===== src/slc_pkg.sv =====
package slc_pkg;

  typedef logic [1:0] op_t;
  typedef logic [1:0] mode_t;

  localparam op_t OP_CLOCK    = 2'd0;
  localparam op_t OP_DESELECT = 2'd1;
  localparam op_t OP_RESET    = 2'd2;
  localparam op_t OP_READ     = 2'd3;

  localparam mode_t MODE_BLANK  = 2'd0;
  localparam mode_t MODE_ALL_ON = 2'd1;
  localparam mode_t MODE_RAM    = 2'd2;

  localparam logic [7:0] CMD_FSET_MASK = 8'hF8;
  localparam logic [7:0] CMD_FSET      = 8'h20;
  localparam logic [7:0] CMD_DCTL_MASK = 8'hFA;
  localparam logic [7:0] CMD_DCTL      = 8'h08;
  localparam logic [7:0] CMD_BANK_MASK = 8'hF8;
  localparam logic [7:0] CMD_BANK      = 8'h40;
  localparam logic [7:0] CMD_COL_BIT   = 8'h80;
  localparam logic [7:0] CMD_COL_MASK  = 8'h7F;
  localparam logic [7:0] CMD_BANK_SEL  = 8'h07;
  localparam logic [7:0] CMD_FLAG_BIT2 = 8'h04;

  localparam logic [7:0] PIXELS_ON  = 8'hFF;
  localparam logic [7:0] PIXELS_OFF = 8'h00;

  typedef struct packed {
    mode_t      mode;
    logic       power_down;
    logic       extended_set;
    logic [6:0] column;
    logic [2:0] bank;
  } status_t;

  typedef struct packed {
    logic       en;
    logic [2:0] bank;
    logic [6:0] column;
    logic [7:0] data;
  } ram_wr_t;

endpackage


===== src/slc_req_if.sv =====
interface slc_req_if;
  import slc_pkg::*;

  logic       valid;
  logic       ready;
  op_t        op;
  logic       din;
  logic       dc;
  logic [2:0] read_bank;
  logic [6:0] read_column;

  modport source (output valid, op, din, dc, read_bank, read_column, input ready);
  modport sink (input valid, op, din, dc, read_bank, read_column, output ready);
endinterface


===== src/slc_rsp_if.sv =====
interface slc_rsp_if;
  import slc_pkg::*;

  logic       valid;
  logic       ready;
  logic [7:0] shown_byte;
  mode_t      display_mode;
  logic       power_down;
  logic       extended_set;
  logic [6:0] column_pointer;
  logic [2:0] bank_pointer;

  modport source (output valid, shown_byte, display_mode, power_down, extended_set,
                  column_pointer, bank_pointer, input ready);
  modport sink (input valid, shown_byte, display_mode, power_down, extended_set,
                column_pointer, bank_pointer, output ready);
endinterface


===== src/slc_ctrl.sv =====
module slc_ctrl #(
  parameter int COLUMNS = 84,
  parameter int BANKS   = 6
) (
  input  logic              clk,
  input  logic              rst,
  input  logic              step,
  input  slc_pkg::op_t      op,
  input  logic              din,
  input  logic              dc,
  output slc_pkg::status_t  nxt,
  output slc_pkg::ram_wr_t  wr
);
  import slc_pkg::*;

  logic [7:0] shift_byte, shift_byte_next;
  logic [2:0] bit_count, bit_count_next;
  logic [6:0] column, column_next;
  logic [2:0] bank, bank_next;
  logic       powered_down, powered_down_next;
  logic       extended_flag, extended_flag_next;
  logic       d_bit, d_bit_next;
  logic       e_bit, e_bit_next;

  logic [7:0] byte_now;
  logic [7:0] column_inc;
  logic [3:0] bank_inc;

  assign byte_now   = {shift_byte[7:1], din};
  assign column_inc = {1'b0, column} + 8'd1;
  assign bank_inc   = {1'b0, bank} + 4'd1;

  always_comb begin
    shift_byte_next    = shift_byte;
    bit_count_next     = bit_count;
    column_next        = column;
    bank_next          = bank;
    powered_down_next  = powered_down;
    extended_flag_next = extended_flag;
    d_bit_next         = d_bit;
    e_bit_next         = e_bit;
    wr                 = '0;
    unique case (op)
      OP_CLOCK: begin
        if (bit_count == 3'd7) begin
          shift_byte_next = byte_now;
          bit_count_next  = 3'd0;
          if (dc) begin
            // write only when the request is actually taken
            wr.en     = step;
            wr.bank   = bank;
            wr.column = column;
            wr.data   = byte_now;
            // advance horizontally, wrap into the next bank, then to bank 0
            if (column_inc >= 8'(COLUMNS)) begin
              column_next = 7'd0;
              bank_next   = (bank_inc >= 4'(BANKS)) ? 3'd0 : bank_inc[2:0];
            end else begin
              column_next = column_inc[6:0];
            end
          end else begin
            priority if ((byte_now & CMD_FSET_MASK) == CMD_FSET) begin
              extended_flag_next = byte_now[0];
              powered_down_next  = |(byte_now & CMD_FLAG_BIT2);
            end else if (extended_flag) begin
              // basic commands are dropped in the extended set
            end else if ((byte_now & CMD_DCTL_MASK) == CMD_DCTL) begin
              d_bit_next = |(byte_now & CMD_FLAG_BIT2);
              e_bit_next = byte_now[0];
            end else if ((byte_now & CMD_BANK_MASK) == CMD_BANK) begin
              if ({1'b0, byte_now[2:0]} < 4'(BANKS)) begin
                bank_next = byte_now[2:0];
              end
            end else if ((byte_now & CMD_COL_BIT) == CMD_COL_BIT) begin
              if ({1'b0, byte_now[6:0]} < 8'(COLUMNS)) begin
                column_next = byte_now[6:0];
              end
            end
          end
        end else begin
          shift_byte_next = {byte_now[6:0], 1'b0};
          bit_count_next  = bit_count + 3'd1;
        end
      end
      OP_DESELECT: begin
        shift_byte_next = 8'd0;
        bit_count_next  = 3'd0;
      end
      OP_RESET: begin
        shift_byte_next    = 8'd0;
        bit_count_next     = 3'd0;
        column_next        = 7'd0;
        bank_next          = 3'd0;
        powered_down_next  = 1'b1;
        extended_flag_next = 1'b0;
        d_bit_next         = 1'b0;
        e_bit_next         = 1'b0;
      end
      OP_READ: begin
      end
      default: begin
      end
    endcase

    nxt.mode         = d_bit_next ? MODE_RAM : (e_bit_next ? MODE_ALL_ON : MODE_BLANK);
    nxt.power_down   = powered_down_next;
    nxt.extended_set = extended_flag_next;
    nxt.column       = column_next;
    nxt.bank         = bank_next;
  end

  always_ff @(posedge clk) begin
    if (rst) begin
      shift_byte    <= 8'd0;
      bit_count     <= 3'd0;
      column        <= 7'd0;
      bank          <= 3'd0;
      powered_down  <= 1'b1;
      extended_flag <= 1'b0;
      d_bit         <= 1'b0;
      e_bit         <= 1'b0;
    end else if (step) begin
      shift_byte    <= shift_byte_next;
      bit_count     <= bit_count_next;
      column        <= column_next;
      bank          <= bank_next;
      powered_down  <= powered_down_next;
      extended_flag <= extended_flag_next;
      d_bit         <= d_bit_next;
      e_bit         <= e_bit_next;
    end
  end

endmodule


===== src/slc_ram.sv =====
module slc_ram #(
  parameter int COLUMNS = 84,
  parameter int BANKS   = 6
) (
  input  logic              clk,
  input  logic              rst,
  input  slc_pkg::ram_wr_t  wr,
  input  logic              rd_en,
  input  logic [2:0]        rd_bank,
  input  logic [6:0]        rd_column,
  output logic [7:0]        rd_data,
  output logic              busy
);
  import slc_pkg::*;

  localparam int Depth = COLUMNS * BANKS;
  localparam int AddrW = $clog2(Depth);
  localparam int SumW  = $clog2(8 * COLUMNS + 128);

  logic [7:0]       mem [Depth];
  logic [AddrW-1:0] clr_addr;
  logic [SumW-1:0]  wr_sum, rd_sum;

  assign wr_sum = SumW'(wr.bank) * SumW'(COLUMNS) + SumW'(wr.column);
  assign rd_sum = SumW'(rd_bank) * SumW'(COLUMNS) + SumW'(rd_column);

  // sweep zeros through every cell after reset
  always_ff @(posedge clk) begin
    if (rst) begin
      busy     <= 1'b1;
      clr_addr <= '0;
    end else if (busy) begin
      if (clr_addr == AddrW'(Depth - 1)) begin
        busy <= 1'b0;
      end
      clr_addr <= clr_addr + 1'b1;
    end
  end

  always_ff @(posedge clk) begin
    if (busy) begin
      mem[clr_addr] <= 8'd0;
    end else if (wr.en) begin
      mem[wr_sum[AddrW-1:0]] <= wr.data;
    end
  end

  always_ff @(posedge clk) begin
    if (rd_en) begin
      rd_data <= mem[rd_sum[AddrW-1:0]];
    end
  end

endmodule


===== src/serial_lcd_controller.sv =====
// Serial LCD controller: takes one request per cycle (serial clock edge, deselect,
// soft reset or display read) and returns one response per request, in the cycle
// after acceptance, through a single output register. While a response waits
// for its ready, no new request is taken; a new request is taken in the same
// cycle that the waiting response leaves. After rst the display RAM is swept to
// zero one cell a cycle, all COLUMNS*BANKS cells (504 by default), and no request is
// taken until the sweep ends. The RAM has one write port and one registered read
// port; soft reset requests keep its contents.
module serial_lcd_controller #(
  parameter int COLUMNS = 84,
  parameter int BANKS   = 6
) (
  input logic       clk,
  input logic       rst,
  slc_req_if.sink   req,
  slc_rsp_if.source rsp
);
  import slc_pkg::*;

  logic       step;
  logic       busy;
  logic       hit;
  status_t    nxt;
  ram_wr_t    wr;
  logic [7:0] rd_data;

  logic       res_valid;
  logic       res_hit;
  status_t    res_status;

  assign req.ready = !busy && (!res_valid || rsp.ready);
  assign step      = req.valid && req.ready;
  assign hit       = (req.op == OP_READ) && ({1'b0, req.read_bank} < 4'(BANKS))
                     && ({1'b0, req.read_column} < 8'(COLUMNS));

  slc_ctrl #(.COLUMNS(COLUMNS), .BANKS(BANKS)) u_ctrl (
    .clk  (clk),
    .rst  (rst),
    .step (step),
    .op   (req.op),
    .din  (req.din),
    .dc   (req.dc),
    .nxt  (nxt),
    .wr   (wr)
  );

  slc_ram #(.COLUMNS(COLUMNS), .BANKS(BANKS)) u_ram (
    .clk       (clk),
    .rst       (rst),
    .wr        (wr),
    .rd_en     (step && hit),
    .rd_bank   (req.read_bank),
    .rd_column (req.read_column),
    .rd_data   (rd_data),
    .busy      (busy)
  );

  always_ff @(posedge clk) begin
    if (rst) begin
      res_valid <= 1'b0;
    end else if (step) begin
      res_valid <= 1'b1;
    end else if (rsp.ready) begin
      res_valid <= 1'b0;
    end
  end

  always_ff @(posedge clk) begin
    if (step) begin
      res_status <= nxt;
      res_hit    <= hit;
    end
  end

  always_comb begin
    rsp.shown_byte = PIXELS_OFF;
    if (res_hit) begin
      unique case (res_status.mode)
        MODE_RAM:    rsp.shown_byte = rd_data;
        MODE_ALL_ON: rsp.shown_byte = PIXELS_ON;
        default:     rsp.shown_byte = PIXELS_OFF;
      endcase
    end
  end

  assign rsp.valid          = res_valid;
  assign rsp.display_mode   = res_status.mode;
  assign rsp.power_down     = res_status.power_down;
  assign rsp.extended_set   = res_status.extended_set;
  assign rsp.column_pointer = res_status.column;
  assign rsp.bank_pointer   = res_status.bank;

  a_ptr_range: assert property (@(posedge clk) disable iff (rst)
    res_valid |-> ({1'b0, res_status.column} < 8'(COLUMNS))
                  && ({1'b0, res_status.bank} < 4'(BANKS)))
    else $error("write pointer out of range");

  a_blank_dark: assert property (@(posedge clk) disable iff (rst)
    (res_valid && rsp.shown_byte != PIXELS_OFF) |-> (res_status.mode != MODE_BLANK))
    else $error("pixels lit in blank mode");

  a_sweep_quiet: assert property (@(posedge clk) disable iff (rst)
    busy |=> !res_valid || $past(res_valid))
    else $error("response produced during RAM sweep");

  a_res_source: assert property (@(posedge clk) disable iff (rst)
    $rose(res_valid) |-> $past(step))
    else $error("response without an accepted request");

endmodule


===== src/flat_wrapper.sv =====
// flat-port wrapper written by rule: the top's interface ports become plain ports
module serial_lcd_controller_flat import slc_pkg::*;
#(
  parameter int COLUMNS = 84,
  parameter int BANKS   = 6
)
  (clk, rst, req_valid, req_op, req_din, req_dc, req_read_bank, req_read_column, req_ready, rsp_valid, rsp_shown_byte, rsp_display_mode, rsp_power_down, rsp_extended_set, rsp_column_pointer, rsp_bank_pointer, rsp_ready);
  slc_req_if req_i ();
  slc_rsp_if rsp_i ();
  input logic clk;
  input logic rst;
  input wire logic [$bits(req_i.valid)-1:0] req_valid;
  input wire logic [$bits(req_i.op)-1:0] req_op;
  input wire logic [$bits(req_i.din)-1:0] req_din;
  input wire logic [$bits(req_i.dc)-1:0] req_dc;
  input wire logic [$bits(req_i.read_bank)-1:0] req_read_bank;
  input wire logic [$bits(req_i.read_column)-1:0] req_read_column;
  output wire logic [$bits(req_i.ready)-1:0] req_ready;
  output wire logic [$bits(rsp_i.valid)-1:0] rsp_valid;
  output wire logic [$bits(rsp_i.shown_byte)-1:0] rsp_shown_byte;
  output wire logic [$bits(rsp_i.display_mode)-1:0] rsp_display_mode;
  output wire logic [$bits(rsp_i.power_down)-1:0] rsp_power_down;
  output wire logic [$bits(rsp_i.extended_set)-1:0] rsp_extended_set;
  output wire logic [$bits(rsp_i.column_pointer)-1:0] rsp_column_pointer;
  output wire logic [$bits(rsp_i.bank_pointer)-1:0] rsp_bank_pointer;
  input wire logic [$bits(rsp_i.ready)-1:0] rsp_ready;
  assign req_i.valid = req_valid;
  assign req_i.op = req_op;
  assign req_i.din = req_din;
  assign req_i.dc = req_dc;
  assign req_i.read_bank = req_read_bank;
  assign req_i.read_column = req_read_column;
  assign req_ready = req_i.ready;
  assign rsp_valid = rsp_i.valid;
  assign rsp_shown_byte = rsp_i.shown_byte;
  assign rsp_display_mode = rsp_i.display_mode;
  assign rsp_power_down = rsp_i.power_down;
  assign rsp_extended_set = rsp_i.extended_set;
  assign rsp_column_pointer = rsp_i.column_pointer;
  assign rsp_bank_pointer = rsp_i.bank_pointer;
  assign rsp_i.ready = rsp_ready;
  serial_lcd_controller #(.COLUMNS(COLUMNS), .BANKS(BANKS)) u_core (.clk(clk), .rst(rst), .req(req_i), .rsp(rsp_i));
endmodule

===== config.mk =====
export PLATFORM = sky130hd
export DESIGN_NAME = serial_lcd_controller_flat
export DESIGN_NICKNAME = d
export VERILOG_FILES = /design/src/slc_pkg.sv /design/src/slc_req_if.sv /design/src/slc_rsp_if.sv /design/src/slc_ctrl.sv /design/src/slc_ram.sv /design/src/serial_lcd_controller.sv /design/src/flat_wrapper.sv
export SDC_FILE = /design/constraint.sdc
export NUM_CORES = 2
export LEC_CHECK = 0
export ABC_CLOCK_PERIOD_IN_PS = 13100
export BUFFER_PORTS_ARGS = -buffer_cell sky130_fd_sc_hd__buf_2
export CORE_MARGIN = 2
export CORE_UTILIZATION = 50
export CTS_CLUSTER_DIAMETER = 60
export DETAILED_ROUTE_END_ITERATION = 7
export GPL_ROUTABILITY_DRIVEN = 0
export GPL_TIMING_DRIVEN = 0
export MAX_ROUTING_LAYER = met4
export PLACE_DENSITY_LB_ADDON = 0.2
export REMOVE_ABC_BUFFERS = 1
export SLEW_MARGIN = 40
export SYNTH_ARGS = -nofsm -noshare
export SYNTH_HDL_FRONTEND = slang
export SYNTH_SLANG_ARGS = --single-unit

===== constraint.sdc =====
create_clock -name clk -period 13.1 [get_ports clk]
set_input_delay 3.275 -clock clk [delete_from_list [all_inputs] [get_ports clk]]
set_output_delay 3.275 -clock clk [all_outputs]
set_load 0.03 [all_outputs]

==> metrics <==
Ys Warns 0; Power Dens Cells around 150 nW/um^2; worst-margin pin slew around 1.0 ns; Required @ worst endpoint 13.63 ns; LEAKAGE around 63 nW; mean routed wirelength per cell roughly 35 um; commonest cells in the netlist 4,055 x edfxtp_1, 834 x mux4_2, 492 x nand2_1; Longest Clk Path Bufs 4; First-pass DRT Iterations 6; vias per cell about 6.6; share of layout cells above drive strength 1 0.276; worst-path cell chain buf_2 -> inv_1 -> ha_1 -> and3_1 -> nand2_1 -> inv_1 -> ha_1 -> ha_1 -> ha_1 -> ha_1 -> a21o_1 -> a31oi_1 -> xnor2_1 -> o21bai_4 -> buf_8 -> buf_8 -> buf_8 -> buf_8 -> buf_8 -> nand2_2 -> nor2_1; largest area contributor in the netlist edfxtp_1; top cells by area, synth edfxtp_1 75%, mux4_2 12%, mux2i_1 2.5%; Crit-path slowest cell nor2_1; DP Area 173,000 um^2; status complete, no violations; total track usage 0.284; total grt overflow 0; largest net degree at the start of global routing 87; fin. max-slew vios 0; # setup viols final 0; Max FO, Critical Path 17; CP Launch Type input port; VDD IR max between 100 and 150 uV; Synth top area share 0.750; total number of vias about 86,000; Die Y approximately 570 um; Worst Path Class, Setup in2reg; post-synth design cell area 162,000 um^2; Seq/Total Area, Yosys 0.754; max-cap viol count 0; Slew Limit Headroom 0.333; Die X approximately 570 um; Yosys cell types between 80 and 90; Mean Syn Cell Area ~20 um^2; count leader, synth edfxtp_1; Hold Fails Final Rpt 0; vias in the first global route ~84,000; RSZ-0062 raised after global routing no; Largest stage delay, worst path about 0.84 ns; critical path data arrival time roughly 9 ns; Clock Root Buffer clkbuf_16; postcts setup bufs 0; critical path endpoint category flip-flop; initial antenna violation count 13; first-pass GRT wire length 643,000 um; Final Skew about 0.036 ns; CTS tree yes; Post-Synthesis Cells roughly 8,100; count of hold-fix buffers inserted at cts 0; Iter 0 DRT Violations between 10,000 and 15,000; clk slew on worst S/H paths about 0.070 ns; Top FF cell, synth edfxtp_1; fmax about 120 MHz; fin nets about 8,500; Post-DRT Antenna Nets 0; htree depth 5; Yosys reg bits approximately 4,100; CTS buffer count approximately 400; worst skew pair latency about 0.92 ns; crit path time final between 8 and 9 ns; Initial Utilization 0.502; Area growth syn-to-layout 14.9%; Sink Count approximately 4,100; post-CTS sizing 0; WL final about 460,000 um; EDFF count, synth roughly 4,100; Post-synth ARST share 0; core area about 320,000 um^2; row count 209; Final Cell Area about 190,000 um^2; DRC 0; Die Area roughly 330,000 um^2; total power 0.0280 W; final worst-path cycle share 0.653; I/O Pins 42; quantity of I/O buffers inserted on ports just over 40; post-DP HPWL around 300,000 um; worst hold path class reg2reg
## final cells by class
class	count	area (um^2)
flip-flops and latches	4090	122000
diodes	16	40.0
clock buffers	500	10800
well taps	4325	5410
inverters	23	104
multi-input cells	3504	39500
repair buffers	385	6210
fillers	23600	137000
clock inverters	239	2100
## stage by stage
| stage | setup TNS [ns] | cells | util | hold slack (ns) | worst slack, ns |
|---|---|---|---|---|---|
| detailed placement | 0 | 12300 | 0.536 | 0.480 | 3.57 |
| finish | 0 | 13100 | 0.576 | 0.491 | 4.55 |
| global placement | - | 12000 | 0.508 | 0.480 | -30.11 |
| floorplan | -16.06 | 7617 | - | 0.447 | -2.36 |
| global route | 0 | 13100 | 0.576 | 0.517 | 4.23 |
| CTS | 0 | 13100 | 0.576 | 0.489 | 4.53 |
## cells by family after synthesis
group | synth area share
xor+xnor | 0.00139
flops | 0.754
buf+inv | 0.0221
fa+ha+maj | 0.00233
mux | 0.150
simple gates | 0.0375
compound gates | 0.0332
## path summary, 6_finish.rpt
| check | start | cells after the start | end | slack (ns) |
|---|---|---|---|---|
| worst max register to register | u_core.u_ctrl.bit_count[0] | 20 | u_core.u_ram.mem[359][0] | 6.45 |
| worst max-delay path | req_op[0] | 21 | u_core.u_ram.mem[359][0] | 4.55 |
| worst min register to register | u_core.u_ctrl.bit_count[2] | 2 | u_core.u_ctrl.bit_count[2] | 0.49 |
| worst min-delay path | u_core.u_ctrl.bit_count[2] | 2 | u_core.u_ctrl.bit_count[2] | 0.49 |
## registers in the layout (all words and copies together) (netlist names)
register	flops
u_core.rsp.valid	1
u_core.u_ctrl.column	7
u_core.u_ctrl.d_bit	1
u_core.u_ctrl.shift_byte	7
u_core.u_ctrl.bit_count	3
u_core.rsp.extended_set	1
u_core.rsp.bank_pointer	3
u_core.u_ram.rd_data	8
u_core.u_ctrl.e_bit	1
u_core.u_ram.mem	4032
u_core.rsp.column_pointer	7
u_core.u_ram.busy	1
u_core.res_hit	1
u_core.rsp.power_down	1
u_core.rsp.display_mode	2
u_core.u_ctrl.extended_flag	1
u_core.u_ram.clr_addr	9
u_core.u_ctrl.powered_down	1
u_core.u_ctrl.bank	3
## report_power, final
group	internal, W	switching (W)	total (W)
logic	0.000793	0.00160	0.00240
registers	0.0142	0.00000367	0.0142
clock network	0.00653	0.00492	0.0114
## worst max-delay path: cells and delay by family
family,cells,cell delay [ns]
adders and majority gates,5,1.43
buffers and inverters,8,1.36
xor gates and xnor gates,1,0.22
and+or+nand+nor,4,2.12
AOI/OAI and AO/OA,3,0.58
## per-layer routing
metal	up-vias	routed length, um	GRT usage
met5	-	0	-
met4	0	20800	0.113
met3	815	47100	0.0601
met2	4923	213000	0.418
met1	45500	180000	0.391
li1	34500	-	-
## layout by cell type (no fill, tap or decap), types with 19 or more instances in the layout
cell,synthesis,routed
buf_12,14,125
o22ai_1,130,128
nand3_1,88,88
mux2i_1,408,405
mux4_2,834,834
buf_8,56,72
nand2_1,492,409
clkinv_2,0,78
dfxtp_1,35,35
nor2_2,1,116
edfxtp_1,4055,4055
clkbuf_1,151,78
buf_4,59,56
nor3_1,371,38
o221ai_1,125,125
mux4_1,53,53
ha_1,27,26
a32oi_1,30,29
nor2_1,299,178
o21ai_0,58,52
nand2_4,0,46
a31oi_1,43,40
nand4_1,21,21
buf_16,0,66
clkbuf_16,0,419
buf_2,156,56
inv_1,21,19
a21oi_1,171,168
bufinv_16,0,34
nor3_2,1,326
a211oi_1,28,27
nand2_2,0,37
clkinv_1,0,98
(Power assumes the default switching activity.)
